**src/design/etsc_pkg.sv**
```systemverilog
package etsc_pkg;

    // vertex map size, defaults for the top level
    localparam int MAX_VERTICES = 256;

    localparam int VERTEX_W = 8;

    // tour tag kept in each map entry; zero means never visited
    localparam int          EPOCH_W   = 8;
    localparam logic [7:0]  EPOCH_MIN = 8'd1;
    localparam logic [7:0]  EPOCH_MAX = 8'hFF;

    // result queue, must be a power of two and at least 4
    localparam int OUT_FIFO_DEPTH = 8;

    typedef struct packed {
        logic [VERTEX_W-1:0] path_from;
        logic [VERTEX_W-1:0] path_to;
        logic                cycle_done;
    } result_t;

    // up to two results pushed per cycle, first in slot 0
    typedef struct packed {
        logic    v0;
        logic    v1;
        result_t d0;
        result_t d1;
    } fifo_push_t;

endpackage

```
**src/design/euler_tour_shortcut.sv**
```systemverilog
// Euler tour shortcutting: feed the edges of an Euler tour, one transfer per
// edge, with final_edge set on the last one; the block returns the edges of
// the Hamiltonian cycle obtained by skipping vertices already seen, and on the
// final edge the closing edge back to the start vertex with cycle_done set.
// An edge gives zero, one or two results. Sustained rate is one edge per
// cycle while in_stall is low, set by the single read-modify-write of the
// visited map per edge; a result passes the stage 1 register and the result
// queue before it leaves, and an edge that gives two results needs two
// output transfers, so a busy output back-pressures through a small result
// queue. The visited map is a RAM holding a tour tag per vertex, so ending a
// tour costs nothing; the RAM is swept clear after reset and again after
// every 255th tour, and no edge is taken during the sweep.
module euler_tour_shortcut #(
    parameter int MAX_VERTICES = etsc_pkg::MAX_VERTICES
) (
    input  logic       clk,
    input  logic       rst_n,

    input  logic       in_valid,
    output logic       in_stall,
    input  logic [7:0] src_vertex,
    input  logic [7:0] dst_vertex,
    input  logic       final_edge,

    output logic       out_valid,
    input  logic       out_stall,
    output logic [7:0] path_from,
    output logic [7:0] path_to,
    output logic       cycle_done
);

    localparam int AW         = $clog2(MAX_VERTICES);
    localparam int EW         = etsc_pkg::EPOCH_W;
    localparam int VW         = etsc_pkg::VERTEX_W;
    localparam int FIFO_DEPTH = etsc_pkg::OUT_FIFO_DEPTH;
    localparam int LVL_W      = $clog2(FIFO_DEPTH) + 2;

    typedef enum logic [1:0] {
        ST_CLEAR = 2'b01,
        ST_RUN   = 2'b10
    } state_t;

    // ---------------------------------------------------------------------
    // control state
    // ---------------------------------------------------------------------
    state_t        state_reg,   state_next;
    logic [AW-1:0] clr_cnt_reg, clr_cnt_next;
    logic [EW-1:0] epoch_reg,   epoch_next;
    logic          tour_open_reg, tour_open_next;
    logic [VW-1:0] start_reg,   start_next;
    logic [VW-1:0] kept_reg,    kept_next;

    // stage 1: edge waiting for its map read
    logic          s1_valid_reg;
    logic [VW-1:0] s1_from_reg;
    logic [VW-1:0] s1_to_reg;
    logic          s1_final_reg;

    // last map write, which the read of the following edge cannot yet see
    logic          fwd_valid_reg, fwd_valid_next;
    logic [AW-1:0] fwd_addr_reg;

    // ---------------------------------------------------------------------
    // input side
    // ---------------------------------------------------------------------
    logic [$clog2(FIFO_DEPTH):0] fifo_level;
    logic [LVL_W-1:0]            pending;
    logic                        wrap_now;
    logic                        in_acc;

    // worst case: queued results plus two from the edge in stage 1 and two
    // from the one being taken
    assign pending  = LVL_W'(fifo_level) + (s1_valid_reg ? LVL_W'(2) : LVL_W'(0));
    // tour tag about to run out: let the sweep start with nothing in flight
    assign wrap_now = s1_valid_reg && s1_final_reg && (epoch_reg == etsc_pkg::EPOCH_MAX);
    assign in_stall = (state_reg != ST_RUN) || wrap_now
                      || (pending > LVL_W'(FIFO_DEPTH - 2));
    assign in_acc   = in_valid && !in_stall;

    // ---------------------------------------------------------------------
    // visited map
    // ---------------------------------------------------------------------
    logic          ram_we;
    logic [AW-1:0] ram_waddr;
    logic [EW-1:0] ram_wdata;
    logic [EW-1:0] ram_rdata;

    etsc_ram #(
        .WIDTH (EW),
        .DEPTH (MAX_VERTICES)
    ) u_map (
        .clk   (clk),
        .we    (ram_we),
        .waddr (ram_waddr),
        .wdata (ram_wdata),
        .re    (in_acc),
        .raddr (AW'(dst_vertex)),
        .rdata (ram_rdata)
    );

    // ---------------------------------------------------------------------
    // stage 1: decide, update the map, emit
    // ---------------------------------------------------------------------
    logic          first;
    logic [VW-1:0] start_eff;
    logic [VW-1:0] kept_eff;
    logic [AW-1:0] to_addr;
    logic          to_in_map;
    logic          seen;
    logic          new_mark;
    etsc_pkg::result_t    res_step;
    etsc_pkg::result_t    res_close;
    etsc_pkg::fifo_push_t push;

    assign first     = !tour_open_reg;
    assign start_eff = first ? s1_from_reg : start_reg;
    assign kept_eff  = first ? s1_from_reg : kept_reg;
    assign to_addr   = AW'(s1_to_reg);
    assign to_in_map = (32'(s1_to_reg) < 32'(MAX_VERTICES));

    // the start vertex is never written to the map: it is matched here
    assign seen     = (ram_rdata == epoch_reg)
                      || (fwd_valid_reg && (fwd_addr_reg == to_addr))
                      || (s1_to_reg == start_eff);
    assign new_mark = s1_valid_reg && to_in_map && !seen;

    always_comb
    begin
        res_step.path_from   = kept_eff;
        res_step.path_to     = s1_to_reg;
        res_step.cycle_done  = 1'b0;

        res_close.path_from  = new_mark ? s1_to_reg : kept_eff;
        res_close.path_to    = start_eff;
        res_close.cycle_done = 1'b1;

        push.v0 = new_mark || (s1_valid_reg && s1_final_reg);
        push.v1 = new_mark && s1_final_reg;
        push.d0 = new_mark ? res_step : res_close;
        push.d1 = res_close;
    end

    always_comb
    begin
        ram_we    = 1'b0;
        ram_waddr = to_addr;
        ram_wdata = epoch_reg;
        unique case (state_reg)
            ST_CLEAR:
            begin
                ram_we    = 1'b1;
                ram_waddr = clr_cnt_reg;
                ram_wdata = '0;
            end
            ST_RUN:
            begin
                ram_we = new_mark;
            end
            default:
            begin
                ram_we = 1'b0;
            end
        endcase
    end

    // ---------------------------------------------------------------------
    // tour bookkeeping and sweep sequencing
    // ---------------------------------------------------------------------
    always_comb
    begin
        state_next     = state_reg;
        clr_cnt_next   = clr_cnt_reg;
        epoch_next     = epoch_reg;
        tour_open_next = tour_open_reg;
        start_next     = start_reg;
        kept_next      = kept_reg;
        fwd_valid_next = new_mark && !s1_final_reg;

        unique case (state_reg)
            ST_CLEAR:
            begin
                clr_cnt_next = clr_cnt_reg + AW'(1);
                if (clr_cnt_reg == AW'(MAX_VERTICES - 1))
                begin
                    state_next   = ST_RUN;
                    clr_cnt_next = '0;
                    epoch_next   = etsc_pkg::EPOCH_MIN;
                end
            end
            ST_RUN:
            begin
                if (s1_valid_reg)
                begin
                    if (s1_final_reg)
                    begin
                        tour_open_next = 1'b0;
                        if (wrap_now)
                        begin
                            state_next = ST_CLEAR;
                        end
                        else
                        begin
                            epoch_next = epoch_reg + EW'(1);
                        end
                    end
                    else
                    begin
                        tour_open_next = 1'b1;
                        start_next     = start_eff;
                        kept_next      = new_mark ? s1_to_reg : kept_eff;
                    end
                end
            end
            default:
            begin
                state_next = ST_CLEAR;
            end
        endcase
    end

    always_ff @(posedge clk or negedge rst_n)
    begin
        if (!rst_n)
        begin
            state_reg     <= ST_CLEAR;
            clr_cnt_reg   <= '0;
            epoch_reg     <= etsc_pkg::EPOCH_MIN;
            tour_open_reg <= 1'b0;
            start_reg     <= '0;
            kept_reg      <= '0;
            s1_valid_reg  <= 1'b0;
            fwd_valid_reg <= 1'b0;
        end
        else
        begin
            state_reg     <= state_next;
            clr_cnt_reg   <= clr_cnt_next;
            epoch_reg     <= epoch_next;
            tour_open_reg <= tour_open_next;
            start_reg     <= start_next;
            kept_reg      <= kept_next;
            s1_valid_reg  <= in_acc;
            fwd_valid_reg <= fwd_valid_next;
        end
    end

    always_ff @(posedge clk)
    begin
        if (in_acc)
        begin
            s1_from_reg  <= src_vertex;
            s1_to_reg    <= dst_vertex;
            s1_final_reg <= final_edge;
        end
        fwd_addr_reg <= to_addr;
    end

    // ---------------------------------------------------------------------
    // result queue, output transfers
    // ---------------------------------------------------------------------
    etsc_pkg::result_t head;

    etsc_out_fifo #(
        .DEPTH (FIFO_DEPTH)
    ) u_out_fifo (
        .clk       (clk),
        .rst_n     (rst_n),
        .push      (push),
        .out_valid (out_valid),
        .out_stall (out_stall),
        .head      (head),
        .level     (fifo_level)
    );

    assign path_from  = head.path_from;
    assign path_to    = head.path_to;
    assign cycle_done = head.cycle_done;

    // ---------------------------------------------------------------------
    // checks
    // ---------------------------------------------------------------------
    a_no_overflow: assert property (@(posedge clk) disable iff (!rst_n)
        fifo_level <= ($clog2(FIFO_DEPTH)+1)'(FIFO_DEPTH))
        else $error("result queue overflow");

    a_no_take_in_sweep: assert property (@(posedge clk) disable iff (!rst_n)
        in_acc |-> (state_reg == ST_RUN))
        else $error("edge taken during map sweep");

    a_final_closes: assert property (@(posedge clk) disable iff (!rst_n)
        (s1_valid_reg && s1_final_reg) |=> !tour_open_reg)
        else $error("tour left open after final edge");

    a_no_stage_in_sweep: assert property (@(posedge clk) disable iff (!rst_n)
        (state_reg == ST_CLEAR) |-> !s1_valid_reg)
        else $error("edge in flight during map sweep");

endmodule

```
**src/design/etsc_ram.sv**
```systemverilog
module etsc_ram #(
    parameter int WIDTH = 8,
    parameter int DEPTH = 256
) (
    input  logic                     clk,
    input  logic                     we,
    input  logic [$clog2(DEPTH)-1:0] waddr,
    input  logic [WIDTH-1:0]         wdata,
    input  logic                     re,
    input  logic [$clog2(DEPTH)-1:0] raddr,
    output logic [WIDTH-1:0]         rdata
);

    logic [WIDTH-1:0] mem [DEPTH];
    logic [WIDTH-1:0] rdata_reg;

    always_ff @(posedge clk)
    begin
        if (we)
        begin
            mem[waddr] <= wdata;
        end
        if (re)
        begin
            rdata_reg <= mem[raddr];
        end
    end

    assign rdata = rdata_reg;

endmodule

```
**src/design/etsc_out_fifo.sv**
```systemverilog
module etsc_out_fifo #(
    parameter int DEPTH = etsc_pkg::OUT_FIFO_DEPTH
) (
    input  logic                     clk,
    input  logic                     rst_n,
    input  etsc_pkg::fifo_push_t     push,
    output logic                     out_valid,
    input  logic                     out_stall,
    output etsc_pkg::result_t        head,
    output logic [$clog2(DEPTH):0]   level
);

    localparam int PW = $clog2(DEPTH);

    etsc_pkg::result_t entry_reg [DEPTH];
    logic [PW-1:0]     wr_ptr_reg, wr_ptr_next;
    logic [PW-1:0]     rd_ptr_reg, rd_ptr_next;
    logic [PW:0]       count_reg,  count_next;
    logic              pop;

    assign pop = out_valid && !out_stall;

    always_comb
    begin
        wr_ptr_next = wr_ptr_reg + PW'(push.v0) + PW'(push.v1);
        rd_ptr_next = rd_ptr_reg + PW'(pop);
        count_next  = count_reg + (PW+1)'(push.v0) + (PW+1)'(push.v1) - (PW+1)'(pop);
    end

    always_ff @(posedge clk or negedge rst_n)
    begin
        if (!rst_n)
        begin
            wr_ptr_reg <= '0;
            rd_ptr_reg <= '0;
            count_reg  <= '0;
        end
        else
        begin
            wr_ptr_reg <= wr_ptr_next;
            rd_ptr_reg <= rd_ptr_next;
            count_reg  <= count_next;
        end
    end

    always_ff @(posedge clk)
    begin
        if (push.v0)
        begin
            entry_reg[wr_ptr_reg] <= push.d0;
        end
        if (push.v1)
        begin
            entry_reg[wr_ptr_reg + PW'(1)] <= push.d1;
        end
    end

    assign out_valid = (count_reg != '0);
    assign head      = entry_reg[rd_ptr_reg];
    assign level     = count_reg;

endmodule
```
**config.mk**
```make
export PLATFORM = sky130hd
export DESIGN_NAME = euler_tour_shortcut
export DESIGN_NICKNAME = d
export VERILOG_FILES = /design/src/design/etsc_pkg.sv /design/src/design/euler_tour_shortcut.sv /design/src/design/etsc_ram.sv /design/src/design/etsc_out_fifo.sv
export SDC_FILE = /design/constraint.sdc
export NUM_CORES = 2
export LEC_CHECK = 0
export BUFFER_PORTS_ARGS = -buffer_cell sky130_fd_sc_hd__buf_2
export CAP_MARGIN = 20
export CORE_MARGIN = 2
export CORE_UTILIZATION = 34
export CTS_BUF_LIST = sky130_fd_sc_hd__clkbuf_4 sky130_fd_sc_hd__clkbuf_8
export DETAILED_ROUTE_END_ITERATION = 7
export PLACE_DENSITY_LB_ADDON = 0.08
export REMOVE_ABC_BUFFERS = 1
export SLEW_MARGIN = 25
export SYNTH_ARGS = -nofsm -noshare
export SYNTH_HDL_FRONTEND = slang
export SYNTH_HIERARCHICAL = 1
export SYNTH_SLANG_ARGS = --single-unit
```
**constraint.sdc**
```tcl
create_clock -name clk -period 9.8 [get_ports clk]
set_input_delay 1.96 -clock clk [delete_from_list [all_inputs] [get_ports clk]]
set_output_delay 1.96 -clock clk [all_outputs]
set_load 0.005 [all_outputs]
```
# --- Word level (Yosys, flattened, before mapping) ---
# Memory sizes are Yosys's and may differ from the RTL's. A register that Yosys moved wholly into a read port is not among the register bits.
# Index checks and enable logic that the tools add are counted.
# W data, S select, Z words.
classes:
  mux: 26
  n_lt_le_gt_ge: 1
  eq_ne: 13
  addsub: 10
  reduce_logical: 23
  n_bitwise: 1
ops:
  columns: ["operator", "n"]
  rows:
  - ["$mux W8", 10]
  - ["$eq A8 B8 Y1", 3]
  - ["$mux W17", 1]
  - ["$add A8 B1 Y8 const B", 2]
  - ["$eq A8 B8 Y1 const B", 2]
  - ["$pmux W8 S2", 1]
  - ["$ne A2 B2 Y1 const B", 6]
  - ["$mux W2", 5]
  - ["$add A3 B1 Y3", 3]
  - ["$add A4 B1 Y4", 2]
  - ["$logic_and A1 B1 Y1", 8]
  - ["$mux W1", 7]
  - ["$add A4 B2 Y5", 1]
  - ["$gt A5 B3 Y1 const B", 1]
  - ["$logic_or A1 B1 Y1", 5]
  - ["$reduce_and A5 Y1", 1]
  - ["$logic_not A1 Y1", 4]
  - ["$pmux W2 S2", 1]
  - ["$reduce_and A4 Y1", 1]
  - ["$reduce_bool A4 Y1", 1]
  - ["$sub A4 B1 Y4", 1]
  - ["$add A3 B1 Y3 const B", 1]
  - ["$reduce_and A3 Y1", 1]
  - ["$eq A2 B1 Y1 const B", 1]
  - ["5 further kinds", 5]
totals:
  mem_bits_rw: 2184
  inputBits: 21
  mem_count: 2
  regBits: 72
  out_inout_bits: 19
memory_table:
  columns: ["name", "depth", "width", "read_ports", "rd_clocked_by_memory_dff", "wr", "line_no", "text"]
  rows:
  - ["u_map.mem", 256, 8, 1, 1, 1, "etsc_ram.sv:14", "logic [WIDTH-1:0] mem [DEPTH];"]
  - ["u_out_fifo.entry_reg", 8, 17, 1, 0, 2, "etsc_out_fifo.sv:15", "etsc_pkg::result_t entry_reg [DEPTH];"]

# --- Depth between registers and ports, before layout ---
depth:
  word_depth: 10
  mapped_depth: 16

# --- Cells and area by module ---
# The synthesis kept the hierarchy.
modules_own_cells:
  columns: ["mod", "instances", "seq_area_each_um2", "area_each_um2", "cells_each"]
  rows:
  - ["etsc_ram", 1, 61739.2, 79636.4, 3733]
  - ["etsc_out_fifo", 1, 4334.2, 7374.6, 410]
  - ["euler_tour_shortcut", 1, 1599.0, 3314.4, 343]

# --- Worst setup path before layout ---
# Ideal clock, no wire load.
synth_path:
  kind: "register -> register"
  from: "reg state_reg[1]"
  to: "mem u_map.mem[0][7], data pin"
  period_less_slack_ns: 8.444
  setup_ns: 1.448
  t_required_ns: 8.352
  slack_ns: 1.356
  stages_incl_launch_ff: 5
  arrival_time_ns: 6.996
  n_path_buf: 1
  cell_sequence: "dfrtp_1 > inv_1 > ha_1 > clkbuf_1 > nor2b_1"
synth_via:
  elab_chain_cells: 2
synth_lines:
  columns: ["element", "line_no", "text"]
  rows:
  - ["start, declared", "euler_tour_shortcut.sv:46", "state_t state_reg, state_next;"]
  - ["start signal, assigned", "euler_tour_shortcut.sv:236", "state_reg <= state_next;"]
  - ["$eq A2 B1 Y1", "euler_tour_shortcut.sv:148", "unique case (state_reg)"]
  - ["$mux W8", "euler_tour_shortcut.sv:148", null]
  - ["named net ram_wdata[7]", "euler_tour_shortcut.sv:85", "logic [EW-1:0] ram_wdata;"]
  - ["end, declared", "etsc_ram.sv:14", null]
# The timed path passes the listed nets, and every way through them passes these cells.

# --- Worst setup path in the final report ---
layout_path:
  from: "reg tour_open_reg"
  to: "mem u_map.mem[186][7] (enable)"
layout_via:
  elab_chain_cells: 8
layout_lines:
  columns: ["element", "line_no", "text"]
  rows:
  - ["start, declared", "euler_tour_shortcut.sv:49", "logic tour_open_reg, tour_open_next;"]
  - ["start signal, assigned", "euler_tour_shortcut.sv:239", "tour_open_reg <= tour_open_next;"]
  - ["$mux W8", "euler_tour_shortcut.sv:116", "assign start_eff = first ? s1_from_reg : start_reg;"]
  - ["$eq A8 B8 Y1", "euler_tour_shortcut.sv:124", "|| (s1_to_reg == start_eff);"]
  - ["$logic_or A1 B1 Y1", "euler_tour_shortcut.sv:124", null]
  - ["$logic_not A1 Y1", "euler_tour_shortcut.sv:125", "assign new_mark = s1_valid_reg && to_in_map && !seen;"]
  - ["$logic_and A1 B1 Y1", "euler_tour_shortcut.sv:125", null]
  - ["$pmux W1 S2", "euler_tour_shortcut.sv:148", null]
  - ["named net ram_we", "euler_tour_shortcut.sv:83", "logic ram_we;"]
  - ["$mux W1", "etsc_ram.sv:19", "if (we)"]
  - ["$mux W1 (implied by the code)", "etsc_ram.sv:21", "mem[waddr] <= wdata;"]
# The timed path passes the listed nets, and every way through them passes these cells.

==> reports/metrics.yaml <==
yosys:
  synth_cell_types: 80
  synth_top_family_by_area: "multiplexers"
  synth_top_area_share: 0.7344
  synth_compound_area_frac: 0.03613
  synth_edf_count: 2209
  synthAdderAreaFrac: 0.002604
  yosys.area_share.simple: 0.03029
  ys_top_cells_by_area: "edfxtp_1 (73%), mux4_2 (12%), mux2_2 (1.9%)"
  synth_area_mm2: 0.09033
  ys_seq_area_frac: 0.7492
  synth.yosys.warnings: 6
  yosys.area.top_type: "edfxtp_1"
  syn_avg_cell_area_um2: 20.13
  ys_seq_elements: 2264
  synthMuxAreaShare: 0.1588
  ys.flop_type: "edfxtp_1"
  synth_xor_xnor_area_share: 0.003366
  synthCells: 4486
  synth-async-reset-ratio: 0.02076
finish:
  drive_gt1_frac: 0.3004
  num-nets-final: 4836
  utilization: 0.3879
  syn_to_final_growth_pct: 13.65
  largest_reg_flops: 2048
  design_area_mm2: 0.1027
  final_cells: 8643
  layout_commonest_cell: "edfxtp_1"
  fill_cells: 24030
  mostFrequentLayoutCells: "edfxtp_1 (2,209), mux4_2 (488), clkbuf_8 (413)"
timing:
  tightest_slew_ns: 1.132
  skew_ns: 0.08277
  min_period_ns: 5.457
  finalCritPeriodShare: 0.5568
  max_freq_mhz: 183.3
  hold-worst-slack_ns: 0.4787
  timing.setup.tns_ns: 0
  rsz0062_at_grt: "no"
  hold_viol: 0
  maxSlewHeadroom: 0.2452
  setup_viol: 0
  drv_slew: 0
worst_setup_path:
  reg2regPathDepth: 9
  path_depth: 9
  critPathBufInv: 1
  ff2ff_setup_slack_ns: 4.34
  worstPathCellList: "mux2i_1 -> xnor2_1 -> nor4_2 -> nand2_2 -> a31oi_1 -> nor2_2 -> nand3_2 -> buf_4 -> nor2_1"
  path_class: "flip-flop to flip-flop"
  cp.required_ns: 10.38
  crit_family: "simple AND/OR/NAND/NOR gates"
  critical-path-max-stage-delay_ns: 0.84
  reg2reg_to: "u_map/mem[186][7]$_DFFE_PP_"
  start_kind: "flip-flop"
  rr_startpoint: "tour_open_reg$_DFFE_PN0P_"
  cp_slowest_cell: "nand3_2"
  setup.worst_path.end_class: "flip-flop"
  cp.arrival_ns: 6.04
  crit_fanout: 26
min_path:
  hold_path_depth: 2
  hold_end: "kept_reg[1]$_DFFE_PN0P_"
  min_path_type: "flip-flop to flip-flop"
  hold_path.startpoint: "kept_reg[1]$_DFFE_PN0P_"
floorplanning:
  fp-row-count: 189
  start_util: 0.3413
  ios: 40
  die_h_um: 519.4
  core-area_mm2: 0.2646
  die_area_mm2: 0.2698
  die_w_um: 519.4
global_routing:
  grt_pass1_vias: 47280
  grt_pass1_wl_mm: 373.2
  grt_max_degree: 201
  antenna_found_initial: 14
  grt_overflow: 0
  grt.total_usage: 0.1930
clocking:
  cts_post_setup_buffers_inserted: 0
  cts_tree: "done"
  cts_hold_buf: 0
  cts_num_sinks: 2264
  cts_max_level: 5
  post_cts_resized: 0
  cts_root_buf: "clkbuf_8"
  numCtsBuffers: 402
  path_clk_slew_ns: 0.06
  clockBufferDepth: 4
  clock_latency_ns: 1.02
routing:
  dr.pass1.iters: 5
  routed_wl_mm: 264.3
  drt_iter0_drc: 3980
  ant_nets: 0
  remaining_drc_errors: 0
  viasPerCell: 5.285
  routedWlPerCell_um: 30.58
  num_vias: 45680
power:
  power.internal_uw: 15410
  power_frac_seq: 0.528
  ir_drop_mv: 0.2836
  p_leak_uw: 0.02706
  clockPowerShare: 0.424
  p_comb_frac: 0.048
  power.density_mw_per_mm2: 193.7
  switchingPower_uw: 4478
  swShare: 0.2252
placement:
  placed_cells: 7924
  dpl.hpwl_mm: 155.1
  portBuffers: 39
  placed_cell_area_mm2: 0.09497
  gp_congestion: 0.7808
job:
  drv_cap: 0
outcome:
  status: "complete, no violations"
metal layers:
layer | vias up | wire, um | track usage
met4 | 4 | 5756 | 0.04789
met3 | 363 | 12650 | 0.02933
met1 | 24800 | 118000 | 0.2710
met2 | 1259 | 127800 | 0.3150
li1 | 19260 | - | -
met5 | - | 27 | 0
logic make-up after synthesis:
family / after synthesis
compound gates: 474
xor+xnor: 33
fa+ha+maj: 17
buf+inv: 303
flops: 2264
mux: 798
other cells: 1
simple gates: 596
power by group through the flow:
stage	Clock, uW	Combinational [uW]	Sequential (uW)
6_report	8430	960	10500
3_3_place_gp	0	987	10700
3_5_place_dp	0	991	10700
5_1_grt	9120	1040	10500
4_1_cts	8710	995	10500
2_1_floorplan	0	440	10800
worst reg2reg max path, stage by stage, from the launching register on:
cell and delay [ns]:
dfrtp_2 0.74, mux2i_1 0.45, xnor2_1 0.19, nor4_2 0.08
nand2_2 0.41, a31oi_1 0.21, nor2_2 0.77, nand3_2 0.85
buf_4 0.52, nor2_1 0.80
synth_stat cells (10+ instances only):
| cell | count |
|---|---|
| edfxtp_1 | 2209 |
| mux4_2 | 488 |
| nor2_1 | 297 |
| mux2_2 | 156 |
| mux2i_1 | 146 |
| a22oi_1 | 133 |
| clkbuf_1 | 128 |
| a21oi_1 | 109 |
| nand2_1 | 94 |
| o21ai_0 | 46 |
| o221ai_1 | 46 |
| dfrtp_1 | 45 |
| nand3_1 | 43 |
| buf_2 | 42 |
| nor2b_1 | 38 |
| inv_1 | 33 |
| buf_4 | 32 |
| o22ai_1 | 31 |
| nor4_1 | 25 |
| buf_6 | 24 |
| xnor2_1 | 24 |
| buf_1 | 22 |
| nor3_1 | 22 |
| nand2b_1 | 20 |
| a211oi_1 | 16 |
| nand4_1 | 16 |
| ha_1 | 14 |
| a221oi_1 | 13 |
| a31oi_1 | 13 |
| buf_8 | 13 |
| o211ai_1 | 10 |
worst max path at each step:
| stage | from | to | slack [ns] |
|---|---|---|---|
| 4_1_cts | tour_open_reg$_DFFE_PN0P_ | u_map/mem[176][5]$_DFFE_PP_ | 3.95 |
| 6_report | tour_open_reg$_DFFE_PN0P_ | u_map/mem[186][7]$_DFFE_PP_ | 4.34 |
| 3_5_place_dp | dst_vertex[0] | u_map/rdata[4]$_DFFE_PP_ | 3.71 |
| 5_1_grt | tour_open_reg$_DFFE_PN0P_ | u_map/mem[186][4]$_DFFE_PP_ | 4.05 |
| 3_3_place_gp | dst_vertex[0] | u_map/rdata[4]$_DFFE_PP_ | 2.62 |
| 2_1_floorplan | state_reg[1]$_DFFE_PN0P_ | u_map/mem[0][6]$_DFFE_PP_ | 1.17 |
area by class of cell:
class,count,area (um2),area share
diodes,4,10.01,0.00009751
repair buffers,170,1479,0.01441
clock inverters,160,835.8,0.008142
multi-input cells,1926,21380,0.2082
well taps,3533,4420,0.04306
clock buffers,552,6728,0.06554
flip-flops and latches,2264,67670,0.6593
inverters,34,127.6,0.001243
per-stage QoR:
step	total power [uW]	setup WS (ns)
floorplan	11190	1.169
finish	19890	4.343
CTS	20200	3.951
global placement	11680	2.619
global route	20650	4.047
detailed placement	11690	3.711
(Power assumes the default switching activity.)
